File: src/hw/rtl/mva_pkg.sv
// shared types, widths and constants of the matrix-vector accumulate block
// no dependencies; imported by every module of the block
`default_nettype none

package mva_pkg;

   // field widths
   localparam int COLUMN_W  = 10;
   localparam int DATA_W    = 32;
   localparam int ACC_W     = 48;
   localparam int COLS_W    = 11;
   localparam int CSR_ADDR_W = 4;
   localparam int CSR_DATA_W = 32;

   // multiplier operand and product widths
   localparam int MUL_IN_W  = 33;
   localparam int PROD_W    = 64;
   // exact row sum before clipping
   localparam int SUM_W     = 67;

   // default vector store depth
   localparam int MAX_COLS_DEF = 1024;
   // largest number of columns a row can span
   localparam int COLS_CAP = 1024;

   // register indexes
   localparam logic [1:0] REG_ALPHA = 2'd0;
   localparam logic [1:0] REG_BETA  = 2'd1;
   localparam logic [1:0] REG_COLS  = 2'd2;

   // register reset values
   localparam logic [DATA_W-1:0] ALPHA_RST = 32'd1507;
   localparam logic [DATA_W-1:0] BETA_RST  = 32'd2949;
   localparam logic [COLS_W-1:0] COLS_RST  = 11'd1024;

   // request action codes
   localparam logic ACT_LOAD   = 1'b0;
   localparam logic ACT_MATRIX = 1'b1;

   // configuration seen by the datapath
   typedef struct packed {
      logic [DATA_W-1:0] alpha;
      logic [DATA_W-1:0] beta;
      logic [COLS_W-1:0] cols;
   } cfg_type;

   // sequencer states
   typedef enum logic [2:0] {
      ST_IDLE,
      ST_MUL_P,
      ST_MUL_H,
      ST_MUL_L,
      ST_ACC,
      ST_EMIT
   } state_type;

   // operand choice of the shared multiplier
   typedef enum logic [1:0] {
      OP_NONE,
      OP_GAIN,
      OP_HIGH,
      OP_LOW
   } mul_op_type;

endpackage

`default_nettype wire

File: src/hw/rtl/mva_mul.sv
// shared signed multiplier with a registered product
// depends on mva_pkg for operand and product widths
`default_nettype none

module mva_mul
   import mva_pkg::*;
(
   input  wire logic                clock,
   input  wire logic [MUL_IN_W-1:0] op_a,
   input  wire logic [MUL_IN_W-1:0] op_b,
   output logic      [PROD_W-1:0]   prod
);

   logic signed [2*MUL_IN_W-1:0] full;
   logic        [PROD_W-1:0]     prod_ff;

   // every product used here fits in the low bits
   assign full = $signed(op_a) * $signed(op_b);

   always_ff @(posedge clock) begin
      prod_ff <= full[PROD_W-1:0];
   end

   assign prod = prod_ff;

endmodule

`default_nettype wire

File: config.mk
export PLATFORM = sky130hd
export DESIGN_NAME = mva_mul
export DESIGN_NICKNAME = d
export VERILOG_FILES = /design/src/hw/rtl/mva_pkg.sv /design/src/hw/rtl/mva_mul.sv
export SDC_FILE = /design/constraint.sdc
export NUM_CORES = 2
export LEC_CHECK = 0
export ABC_CLOCK_PERIOD_IN_PS = 17330
export BUFFER_PORTS_ARGS = -buffer_cell sky130_fd_sc_hd__buf_2
export CORE_AREA = 10 10 258 260
export CTS_BUF_LIST = sky130_fd_sc_hd__clkbuf_4 sky130_fd_sc_hd__clkbuf_8
export DETAILED_ROUTE_END_ITERATION = 12
export DIE_AREA = 0 0 268 270
export HOLD_SLACK_MARGIN = 0.08
export PLACE_DENSITY_LB_ADDON = 0.15
export SYNTH_ARGS = -nofsm -noshare
export SYNTH_HDL_FRONTEND = slang
export SYNTH_SLANG_ARGS = --single-unit
File: constraint.sdc
create_clock -name clock -period 17.33 [get_ports clock]
set_clock_uncertainty 0.2 [all_clocks]
set_input_delay 1.733 -clock clock [delete_from_list [all_inputs] [get_ports clock]]
set_output_delay 1.733 -clock clock [all_outputs]
set_load 0.02 [all_outputs]
* Word level (Yosys, flattened, before mapping)
Index checks and enable logic that the tools add are counted.
Word-level totals: logic and storage cells 2, input bits 67, bits in registers 64, output and inout port bits 64
Operators by class: $mul 1
Operator list (count):
- 33-bit by 33-bit multiplier with 64-bit output | 1

* Logic depth before layout (Yosys ltp)
depth in word-level cells 1, mapped depth 28, depth with buffers taken out 26

* Worst setup path after synthesis
Ideal clock, no wire load.
path kind input to register, from input op_a[32], to register prod_ff[63] (netlist: prod[63]), cell stages on the path 24, setup slack 8133 ps, setup time 72 ps, data required time 17058 ps, path buffers 1, arrival time 8925 ps, cell sequence clkbuf_1 -> nand2_1 -> inv_1 -> fa_1 -> fa_1 -> fa_1 -> inv_1 -> fa_1 -> inv_1 -> fa_1 -> fa_1 -> fa_1 -> inv_1 -> fa_1 -> inv_1 -> ha_1 -> a21o_1 -> a21o_1 -> a21oi_1 -> nand2_1 -> o31ai_1 -> o211ai_1 -> a21oi_1 -> xnor2_1
On the way: word-level cells in the longest chain between the ends 1
RTL lines:
- start, declared | RTL line mva_mul.sv:9 | input wire logic [MUL_IN_W-1:0] op_a,
- 33-bit by 33-bit multiplier with 64-bit output | RTL line mva_mul.sv:18 | assign full = $signed(op_a) * $signed(op_b);
- via full[63] | RTL line mva_mul.sv:14 | logic signed [2*MUL_IN_W-1:0] full;
- end signal, assigned | RTL line mva_mul.sv:21 | prod_ff <= full[PROD_W-1:0];
- end, declared | RTL line mva_mul.sv:15 | logic [PROD_W-1:0] prod_ff;
The timed path passes the listed nets, and every way through them passes these cells.

* Final worst setup path
Ends and elaborated chain as after synthesis.

==> metrics.md <==
| Metric | Value |
|---|---|
| Finish-stage setup viols | 0 |
| Vias in the first global route | 31011 |
| Final wirelength | 103100 um |
| CTS resizes | 0 |
| Vias per Instance | 5.649 |
| Cell taking the most area after synthesis | fa_1 |
| Final Hold Fails | 0 |
| Data arrival time of the worst path | 9.97 ns |
| IO buf count | 130 |
| Post-Syn Instances | 4207 |
| Ys Warns | 0 |
| CTS tree | yes |
| Synth Flop Type | dfxtp_1 |
| Area of the die | 72360 um2 |
| Crit Path Class | input port to flip-flop |
| Total number of vias | 27834 |
| Register bit count reported by yosys | 64 |
| First-pass GRT wire length | 166400 um |
| Relative slew margins | 0.3158 |
| Die Y | 270 um |
| Maximum clock rate | 101.3 MHz |
| Unrepaired setup endpoints after global routing | no |
| Synthesized area | 39540 um2 |
| MaxCap Viol Count | 0 |
| Largest net degree at the start of global routing | 35 |
| Syn-to-layout area delta | 2.623% |
| RePlAce Congestion | 0.9512 |
| Setup TNS | 0 ns |
| Core area | 61260 um2 |
| HP Class | input port to flip-flop |
| DP HPWL | 83510 um |
| NumNets Final | 5533 |
| Placed Area | 40370 um2 |
| Post-CTS Hold Buffers | 0 |
| H-tree levels | 3 |
| Status | finished clean |
| Worst setup EP type | flip-flop |
| Detail Route Antenna Nets | 0 |
| Post-CTS Setup Bufs | 0 |
| Tcrit/Tclk final | 0.5696 |
| Total CTS buffers | 9 |
| Clk slew on worst S/H paths | 0.08 ns |
| Wire per inst | 20.92 um |
| Post-route DRC | 0 |
| Distinct cells, synth | 57 |
| Synth area leaders | fa_1 (57%), inv_1 (10%), and2_1 (8.7%) |
| Ys async rst share | 0 |
| Sequential area share after synthesis | 0.03240 |
| Drt initial violations | 1534 |
| Most common library cell in the layout ignoring fill and taps | fa_1 |
| Total grt overflow | 0 |
| Number of flip-flops in the largest register | 64 |
| Fin. max-slew vios | 0 |
| Commonest cells after routing, fill and taps aside | fa_1 (1125), inv_1 (1086), and2_1 (548) |
| Post-synth EDFFs | 0 |
| Worst path required time | 17.43 ns |
| Syn_area_per_cell | 9.399 um2 |
| Slew at the pin closest to its max-slew limit | 1.023 ns |
| Largest fanout on the critical path | 32 |
| GRT Resource Usage Total | 0.2983 |
| Synth Net Count | 5611 |
| Crit path launch type | input port |
| Period minus WS final | 9.871 ns |
| Layout cells sized above 1 | 0.03798 |
| IO Count | 131 |
| Row cnt | 91 |
| Post-route cell area | 40580 um2 |
| Post-synth top area share | 0.5695 |
| Initial core utilization | 0.6455 |
| Root Driver | clkbuf_8 |
| Chip Width | 268 um |
| Initial antenna violation count | 4 |
| Util after Layout | 0.6625 |
| First-pass DRT Iterations | 5 |
| CTS max path bufs | 2 |
| TritonCTS Sinks | 64 |
-- per-layer routing --
metal,wire (um),vias to the layer above,GRT usage
met5,22,-,0
met1,36360,14667,0.3531
met4,6966,4,0.1732
met3,6182,299,0.03504
met2,53550,1106,0.5180
li1,-,11758,-
-- worst max-delay path: stages --
cell and delay, ns:
buf_2 0.46, nand2_1 0.17, inv_1 0.17, fa_1 0.49
fa_1 0.56, fa_1 0.84, inv_1 0.22, fa_1 0.80
inv_1 0.34, fa_1 0.54, fa_1 0.50, fa_1 0.49
inv_1 0.05, fa_1 0.47, inv_1 0.04, ha_1 0.33
a21o_1 0.20, a21o_1 0.17, a21oi_1 0.23, nand2_1 0.08
o31ai_1 0.51, o211ai_1 0.18, a21oi_1 0.22, xnor2_1 0.15
-- through the flow --
step	hold WS, ns	cells	setup WS (ns)
finish	1.703	4927	7.459
CTS	1.679	4924	7.489
global route	1.722	4925	6.972
detailed placement	1.951	4908	7.131
global placement	1.952	4908	7.244
floorplan	1.660	4207	8.133
-- worst paths after layout --
| check | start | endpoint | slack (ns) | cells after the start |
|---|---|---|---|---|
| setup / recovery | op_a[32] | prod[63] | 7.46 | 24 |
| hold / removal | op_b[0] | prod[0] | 1.70 | 2 |
-- cells by family (layout without fill, tap and decap cells) --
group / Yosys count / after routing / share of synthesized area
AOI/OAI and AO/OA: 200 / 200 / 0.03253
xor gates and xnor gates: 76 / 76 / 0.01683
adders and majority gates: 1337 / 1337 / 0.6366
buffers and inverters: 1308 / 1235 / 0.1242
DFF: 64 / 64 / 0.03240
muxes: 1 / 1 / 0.0002531
other: 0 / 3 / 0
and+or+nand+nor: 1221 / 1221 / 0.1572
-- area by class of cell --
| class | count | area (um2) |
|---|---|---|
| well taps | 790 | 988.4 |
| clock inverters | 6 | 70.07 |
| flip-flops and latches | 64 | 1281 |
| fillers | 5111 | 20680 |
| repair buffers | 133 | 673.1 |
| inverters | 1086 | 4076 |
| clock buffers | 10 | 131.4 |
| diodes | 3 | 7.507 |
| multi-input cells | 2835 | 33350 |
-- synth_stat cells, types with 2 or more instances --
library cell,n
o21ai_0,29
a211oi_1,8
xor2_1,21
nand4_1,12
nor4_1,4
or3_1,4
a221oi_1,2
xnor2_1,55
fa_1,1125
a211o_1,2
and2_1,548
nor3_1,11
and3_1,6
nand2_1,547
a21o_1,18
o31a_1,2
or4_1,2
inv_1,1086
a21boi_0,3
a31oi_1,6
nand3_1,18
nor2b_1,32
a21oi_1,69
ha_1,212
o211ai_1,7
nor2_1,18
o21ai_1,6
dfxtp_1,64
o21a_1,18
o2bb2ai_1,2
and4_1,4
o21bai_1,7
o31ai_1,4
o311a_1,2
o2111ai_1,2
clkbuf_1,222
nand2b_1,9
Power is left out: the tool's default activity adds up to more than one toggle a clock period on the data nets, which glitch-free logic cannot reach.
