$ cat config.mk
export PLATFORM = sky130hd
export DESIGN_NAME = mva_csr
export DESIGN_NICKNAME = d
export VERILOG_FILES = /design/src/hw/rtl/mva_pkg.sv /design/src/hw/rtl/mva_csr.sv
export SDC_FILE = /design/constraint.sdc
export NUM_CORES = 1
export LEC_CHECK = 0
export BUFFER_PORTS_ARGS = -buffer_cell sky130_fd_sc_hd__buf_4
export CAP_MARGIN = 30
export CORE_MARGIN = 4
export CORE_UTILIZATION = 29
export DETAILED_ROUTE_END_ITERATION = 10
export HOLD_SLACK_MARGIN = 0.05
export PLACE_DENSITY = 0.58
export SETUP_SLACK_MARGIN = 0.2
export SLEW_MARGIN = 20
export SYNTH_ARGS = -nofsm -noshare
export SYNTH_HDL_FRONTEND = slang
export SYNTH_SLANG_ARGS = --single-unit
$ cat constraint.sdc
create_clock -name clock -period 2.3 [get_ports clock]
set_input_delay 0 -clock clock [delete_from_list [all_inputs] [get_ports clock]]
set_output_delay 0 -clock clock [all_outputs]
set_load 0.03 [all_outputs]
$ cat src/hw/rtl/mva_pkg.sv
// shared types, widths and constants of the matrix-vector accumulate block
// no dependencies; imported by every module of the block
`default_nettype none

package mva_pkg;

   // field widths
   localparam int COLUMN_W  = 10;
   localparam int DATA_W    = 32;
   localparam int ACC_W     = 48;
   localparam int COLS_W    = 11;
   localparam int CSR_ADDR_W = 4;
   localparam int CSR_DATA_W = 32;

   // multiplier operand and product widths
   localparam int MUL_IN_W  = 33;
   localparam int PROD_W    = 64;
   // exact row sum before clipping
   localparam int SUM_W     = 67;

   // default vector store depth
   localparam int MAX_COLS_DEF = 1024;
   // largest number of columns a row can span
   localparam int COLS_CAP = 1024;

   // register indexes
   localparam logic [1:0] REG_ALPHA = 2'd0;
   localparam logic [1:0] REG_BETA  = 2'd1;
   localparam logic [1:0] REG_COLS  = 2'd2;

   // register reset values
   localparam logic [DATA_W-1:0] ALPHA_RST = 32'd1507;
   localparam logic [DATA_W-1:0] BETA_RST  = 32'd2949;
   localparam logic [COLS_W-1:0] COLS_RST  = 11'd1024;

   // request action codes
   localparam logic ACT_LOAD   = 1'b0;
   localparam logic ACT_MATRIX = 1'b1;

   // configuration seen by the datapath
   typedef struct packed {
      logic [DATA_W-1:0] alpha;
      logic [DATA_W-1:0] beta;
      logic [COLS_W-1:0] cols;
   } cfg_type;

   // sequencer states
   typedef enum logic [2:0] {
      ST_IDLE,
      ST_MUL_P,
      ST_MUL_H,
      ST_MUL_L,
      ST_ACC,
      ST_EMIT
   } state_type;

   // operand choice of the shared multiplier
   typedef enum logic [1:0] {
      OP_NONE,
      OP_GAIN,
      OP_HIGH,
      OP_LOW
   } mul_op_type;

endpackage

`default_nettype wire

$ cat src/hw/rtl/mva_csr.sv
// configuration registers behind the apb-style port
// depends on mva_pkg for register indexes, reset values and cfg_type
`default_nettype none

module mva_csr
   import mva_pkg::*;
(
   input  wire logic                  clock,
   input  wire logic                  reset,
   input  wire logic                  csr_psel,
   input  wire logic                  csr_penable,
   input  wire logic                  csr_pwrite,
   input  wire logic [CSR_ADDR_W-1:0] csr_paddr,
   input  wire logic [CSR_DATA_W-1:0] csr_pwdata,
   output logic      [CSR_DATA_W-1:0] csr_prdata,
   output logic                       csr_pready,
   output cfg_type                    cfg
);

   logic [DATA_W-1:0] alpha_ff, alpha_in;
   logic [DATA_W-1:0] beta_ff, beta_in;
   logic [COLS_W-1:0] cols_ff, cols_in;
   logic              wr_en;
   logic [1:0]        reg_idx;

   assign csr_pready = 1'b1;
   assign wr_en      = csr_psel & csr_penable & csr_pwrite;
   assign reg_idx    = csr_paddr[3:2];

   // register write decode
   always_comb begin
      alpha_in = alpha_ff;
      beta_in  = beta_ff;
      cols_in  = cols_ff;
      if (wr_en) begin
         unique case (reg_idx)
            REG_ALPHA: alpha_in = csr_pwdata;
            REG_BETA:  beta_in  = csr_pwdata;
            REG_COLS:  cols_in  = csr_pwdata[COLS_W-1:0];
            default:   ;
         endcase
      end
   end

   always_ff @(posedge clock) begin
      if (reset) begin
         alpha_ff <= ALPHA_RST;
         beta_ff  <= BETA_RST;
         cols_ff  <= COLS_RST;
      end else begin
         alpha_ff <= alpha_in;
         beta_ff  <= beta_in;
         cols_ff  <= cols_in;
      end
   end

   // read mux
   always_comb begin
      unique case (reg_idx)
         REG_ALPHA: csr_prdata = alpha_ff;
         REG_BETA:  csr_prdata = beta_ff;
         REG_COLS:  csr_prdata = CSR_DATA_W'(cols_ff);
         default:   csr_prdata = '0;
      endcase
   end

   assign cfg = '{alpha: alpha_ff, beta: beta_ff, cols: cols_ff};

endmodule

`default_nettype wire

Yosys cells after proc, flatten, opt, wreduce, memory -nomap -nowiden
Index checks and enable logic that the tools add are counted.
{ "op_classes": {"n_eq_ne": 2, "bitwise_logic": 2, "n_reduce_logical": 4, "n_mux": 1} }
{ "op_table": {"columns": ["cell", "count"], "rows": [
  ["32-bit case mux with 3 select lines", 1],
  ["2-bit AND reduction", 3],
  ["1-bit AND", 2],
  ["2-bit by 1-bit equality test with 1-bit output, second input constant", 1],
  ["2-bit equality test, second input constant", 1],
  ["2-bit logical NOT", 1]
]} }
{ "totals": {"wordCells": 12, "regBits": 75, "in_bits": 41, "out_inout_bits": 108} }

Logic depth before layout (Yosys ltp)
Gate-level depths: netlist (run 1).
{ "depth": {"ltp_word": 3, "mapped_depth": 5, "depth_no_buf": 3} }

Least setup slack after synthesis (run 1)
No wires, ideal clock.
{ "synth_path": {"kind": "reg2out", "startpoint": "register beta_ff[10]", "endpoint": "output port csr_prdata[10]", "stages_incl_launch_ff": 3, "arrival_time_ps": 1312, "path_buffers": 0, "setup_slack_ps": 988, "required_time_ps": 2300, "path_cell_list": "dfxtp_1 -> mux2i_1 -> o21ai_0"} }
{ "synth_between": {"elab_chain_len": 1} }
{ "synth_lines": {"columns": ["element", "line_no", "source"], "rows": [
  ["from (decl)", "mva_csr.sv:21", "logic [DATA_W-1:0] beta_ff, beta_in;"],
  ["from (signal assigned)", "mva_csr.sv:52", "beta_ff <= beta_in;"],
  ["32-bit case mux with 3 select lines", "mva_csr.sv:59", "unique case (reg_idx)"],
  ["to (decl)", "mva_csr.sv:15", "output logic [CSR_DATA_W-1:0] csr_prdata,"]
]} }
No other way between the ends.

Worst setup path in the final report (run 1)
{ "layout_path": {"startpoint": "input port csr_paddr[2]", "endpoint": "output port csr_prdata[8]"} }
{ "layout_between": {"elab_chain_len": 2, "elab_cells_between_ends": 4, "cone_classes": "eq/ne: 2; mux: 1; reduce/logical: 1"} }
{ "layout_lines": {"columns": ["element", "line_no", "source"], "rows": [
  ["from (decl)", "mva_csr.sv:13", "input wire logic [CSR_ADDR_W-1:0] csr_paddr,"],
  ["2-bit equality test (tied with other cells)", "mva_csr.sv:59", null],
  ["32-bit case mux with 3 select lines (*)", "mva_csr.sv:59", null]
]} }
Mark *: on every way between the ends. The rest lies on a longest branch, timed or not.

==> results_dict.tcl, run 1 <==
set metrics [dict create \
    antenna_cells 0 \
    cts_root_buf "clkbuf_16" \
    maxSlewHeadroom 0.434 \
    drt-initial-drc-count 88 \
    antenna_found_initial 0 \
    syn_to_final_growth_pct 51.9 \
    h-tree-depth 3 \
    synth_area_um2 3650 \
    setup_viol 0 \
    grt_max_degree 118 \
    ys_types 19 \
    multiInputGateArea_um2 2000 \
    rsz0062_at_grt "no" \
    row_count 40 \
    fmax_mhz 800 \
    synth_area_leader_cell "dfxtp_1" \
    grt_pass1_wl_um 16400 \
    tns_ps 0 \
    fin_skew_ps 0 \
    worstPathArrival_ps 1250 \
    drt_pass1_iterations 4 \
    cp-end-kind "primary output" \
    r2r-end "beta_ff[31]" \
    whs_path_depth 3 \
    maxSlewViolCount 0 \
    endpoint "csr_prdata[8]" \
    drv_cap 0 \
    tightest_slew_ps 848 \
    outcome "finished clean" \
    nets 586 \
    first_global_vias 3263 \
    clk_path_buf_depth 2 \
    synth_area_leaders "dfxtp_1, mux2i_1, nand2b_1, nor2_1, clkbuf_1" \
    dpl_cell_area_um2 4840 \
    p_per_area_nw_per_um2 626 \
    wl_per_cell_um 14.1 \
    synth_top_area_frac 0.411 \
    hold_violations 0 \
    hp-class "input port to flip-flop" \
    initial_core_util 0.301 \
    yosysSeqAreaShare 0.411 \
    die_area_um2 14500 \
    nFillCells 1176 \
    num_vias 3147 \
    ff_latch_area_um2 1500 \
    syn_inst 381 \
    path_class "input port to primary output" \
    place.gp.congestion 0.726 \
    placed_cells 669 \
    syn_avg_cell_area_um2 9.59 \
    use_met3 0.0323 \
    grt_overflow 0 \
    post-route-period-util 0.544 \
    drive_above_1_share 0.311 \
    grt_use_met2 0.224 \
    fin_cells 718 \
    syn-num-nets 422 \
    crit_fanout 20 \
    critPathRequiredTime_ps 2300 \
    port_buffers 145 \
    io_pins 149 \
    cts.repair.resized 0 \
    antenna_left 0 \
    power_leakage_nw 2.56 \
    max-vdd-ir-drop_mv 0.373 \
    cts_tree "done" \
    route.final.wire_length_um 10100 \
    fin_crit_ps 1250 \
    ys_warn_count 0 \
    synth-seq-cells 75 \
    critPathLaunch "csr_paddr[2]" \
    reg2regPathDepth 2 \
    clk_pin_slew_ps 60 \
    die_w_um 120 \
    via_per_inst 4.38 \
    design_area_um2 5550 \
    clock-sinks 75 \
    track_usage 0.140 \
    top_usage_layer "met2" \
    r2r_slack_ps 1620 \
    gr-usage-met1 0.183 \
    clk_latency_ps 330 \
    r2r_start "beta_ff[31]" \
    die_h_um 120 \
    drc 0 \
    core_area_um2 12200 \
    dp_hpwl_um 6970 \
    cp-start-kind "input port" \
    cts_buffers 9 \
]
[cell usage in the layout (no fill, tap or decap)]
cell type and count:
or3b_1 1, or3_2 1, nand3_2 1, dfxtp_1 75, nor2_1 45, nand4_2 1, conb_1 1, nor3b_1 1
nor2b_1 1, nor3b_2 1, mux2i_1 107, o21ai_0 11, nand2_1 11, clkbuf_16 9, buf_4 150, clkbuf_1 1
bufinv_16 4, nor3_4 1, buf_8 1, clkbuf_8 2, dlygate4sd3_1 32, nand2b_1 93
[layer usage]
layer,share of wire,vias up
met2,0.45,103
met5,0,-
met3,0.062,11
li1,-,1580
met1,0.47,1453
met4,0.016,0
[critical path: stages]
cell     delay (ps)
buf_4           290
buf_4           420
mux2i_1         250
o21ai_0         100
buf_4           190
[state kept, by name, indices dropped and copies added, names as in the netlist]
| signal | flops |
|---|---|
| alpha_ff | 32 |
| cols_ff | 11 |
| beta_ff | 32 |
[what timing repair did]
action | CTS | global route
endpoints found under the hold margin | 75 | 0
hold buffers | 32 | 0
buffers inserted | 0 | 0
[stage by stage]
| stage | hold WS (ps) | setup WS, ps | utilization | total power [mW] |
|---|---|---|---|---|
| floorplan | 155 | 988 | - | 1.57 |
| global placement | 270 | 703 | 0.398 | 1.70 |
| detailed placement | 281 | 691 | 0.398 | 1.70 |
| CTS | 191 | 1020 | 0.455 | 3.52 |
| global route | 206 | 935 | 0.457 | 3.60 |
| finish | 197 | 1050 | 0.457 | 3.48 |
[Yosys cell counts]
cell type  count
nand2_1       11
buf_2          8
nor3_2         1
buf_4          4
clkbuf_1      16
nor2_1        45
nor3b_1        2
buf_12         1
conb_1         1
nand2b_1      93
o21ai_0       11
nor2b_1        1
mux2i_1      107
or3_2          1
dfxtp_1       75
or3b_1         1
nand3_2        1
buf_6          1
nand4_2        1
[logic make-up after synthesis]
family,Yosys count,synth area share
buf+inv,30,0.0442
other cells,1,0.00103
flops,75,0.411
mux,107,0.293
compound gates,11,0.0151
simple gates,157,0.236
[how the worst min path moves through the flow]
stage | from | end | slack [ps]
global placement | csr_pwdata[11] | beta_ff[11] | 270
detailed placement | csr_pwdata[5] | alpha_ff[5] | 280
CTS | csr_penable | cols_ff[3] | 190
floorplan | csr_pwdata[11] | alpha_ff[11] | 160
global route | csr_penable | cols_ff[5] | 210
finish | csr_penable | cols_ff[3] | 200
[report_power, final]
group	leakage [nW]	internal, mW	switching (mW)
clock network	0.183	1.23	0.529
registers	0.606	1.32	0.0147
logic	1.77	0.188	0.198
[area by class of cell]
type,count,share of cell area
Sequential cell,75,0.270
Clock inverter,4,0.0216
Multi-Input combinational cell,276,0.361
Timing Repair Buffer,183,0.263
Clock buffer,12,0.0462
Tap cell,168,0.0379
No activity file was read; power rests on OpenSTA's default activity.
==> inputs of run 2 (changes only) <==
Clock period 2.3 ns to 1.2 ns, I/O delays scaled along.
==> results_dict.tcl, run 2 (synthesis results as in run 1) <==
set metrics [dict create \
    drc 0 \
    drt-initial-drc-count 127 \
    antenna_left 0 \
    port_buffers 145 \
    finalPower_mw 6.64 \
    clk_path_buf_depth 2 \
    mostFrequentLayoutCells "buf_4, mux2i_1, nand2b_1, dfxtp_2" \
    place.gp.congestion 0.777 \
    r2r_start "beta_ff[8]" \
    largest_registers "alpha_ff: 32 flops, beta_ff: 32 flops, cols_ff: 11 flops" \
    dp_hpwl_um 7680 \
    antenna_cells 0 \
    grt_max_degree 40 \
    r2r_slack_ps 460 \
    outcome "finished clean" \
    hold_violations 0 \
    grt_overflow 0 \
    row_count 40 \
    core_area_um2 12200 \
    post-route-period-util 0.872 \
    first_global_vias 3543 \
    clk_latency_ps 320 \
    cp-start-kind "flip-flop" \
    drv_cap 0 \
    cts_tree "done" \
    path_class "flip-flop to primary output" \
    timing.hold.ws_ps 107 \
    die_w_um 120 \
    hold_path.startpoint "reset" \
    antenna_found_initial 0 \
    initial_core_util 0.301 \
    via_per_inst 4.39 \
    power_leakage_nw 2.97 \
    reg2regPathDepth 3 \
    final_common_cell "buf_4" \
    clock-sinks 75 \
    die_h_um 120 \
    die_area_um2 14500 \
    hp-class "input port to flip-flop" \
    whs_path_depth 3 \
    cts_buffers 9 \
    r2r-end "beta_ff[8]" \
    fin_skew_ps 0 \
    max-vdd-ir-drop_mv 0.627 \
    fmax_mhz 956 \
    tns_ps 0 \
    track_usage 0.155 \
    drt_pass1_iterations 4 \
    cp-end-kind "primary output" \
    wl_per_cell_um 14.4 \
    drive_above_1_share 0.556 \
    crit_fanout 3 \
    setup_viol 0 \
    io_pins 149 \
    clk_pin_slew_ps 60 \
    h-tree-depth 3 \
    grt_pass1_wl_um 18200 \
    maxSlewViolCount 0 \
    nets 655 \
    critPathRequiredTime_ps 1200 \
    p_per_area_nw_per_um2 1030 \
    worstHoldEndpoint "alpha_ff[8]" \
    num_vias 3454 \
    fin_crit_ps 1050 \
    worstPathArrival_ps 1050 \
    route.final.wire_length_um 11400 \
    cts_root_buf "clkbuf_16" \
    syn_to_final_growth_pct 75.6 \
    rsz0062_at_grt "yes" \
]
[run 2: changes by cell type in the layout (fill, tap and decap cells not counted), sizes merged]
cell	delta
buf	+69
bufinv	-1
clkinv	+1
[run 2: how the worst max path moves through the flow]
stage,from,to,cells past startpoint
after global placement,csr_pwrite,beta_ff[15],5
final,beta_ff[0],csr_prdata[0],3
after global routing,beta_ff[0],csr_prdata[0],3
after CTS,beta_ff[9],csr_prdata[9],3
after detailed placement,csr_pwrite,beta_ff[7],5
after floorplan,csr_paddr[3],alpha_ff[10],4
[run 2: timing repair]
action,CTS,global route
pin swaps,2,2
endpoints found under the setup margin,32,32
buffers inserted,47,7
resized for setup,96,7
hold endpoints to repair,75,0
hold buffers,32,0
[run 2: worst max-delay path: stages (launching register included)]
cell and delay (ps):
dfxtp_2 350, mux2i_2 70, o21ai_2 150, buf_6 150
[run 2: per-layer routing]
metal	global-route usage	vias to the layer above	part of all wire
li1	-	1725	-
met2	0.273	90	0.50
met1	0.187	1625	0.43
met3	0.0299	14	0.048
met4	0.0595	0	0.020
met5	0	-	0
[run 2: final cells by class]
type                            count  area (um^2)
Fill cell                        1128         5740
Timing Repair Buffer              252         2140
Sequential cell                    75         1580
Clock inverter                      4         95.1
Multi-Input combinational cell    276         2120
Clock buffer                       12          267
Tap cell                          168          210
[run 2: per-stage QoR]
step	utilization	cells	instance area (um^2)	setup slack, ps
6_report	0.528	787	6420	154
5_1_grt	0.528	787	6420	98.3
4_1_cts	0.522	780	6350	131
3_5_place_dp	0.420	685	5110	50.6
3_3_place_gp	0.420	685	5110	75.5
2_1_floorplan	-	381	3760	194
[run 2: report_power, final]
group | internal [mW] | switching [mW]
clock | 2.20 | 1.01
sequential | 2.53 | 0.0223
combinational | 0.450 | 0.433
total | 5.18 | 1.46
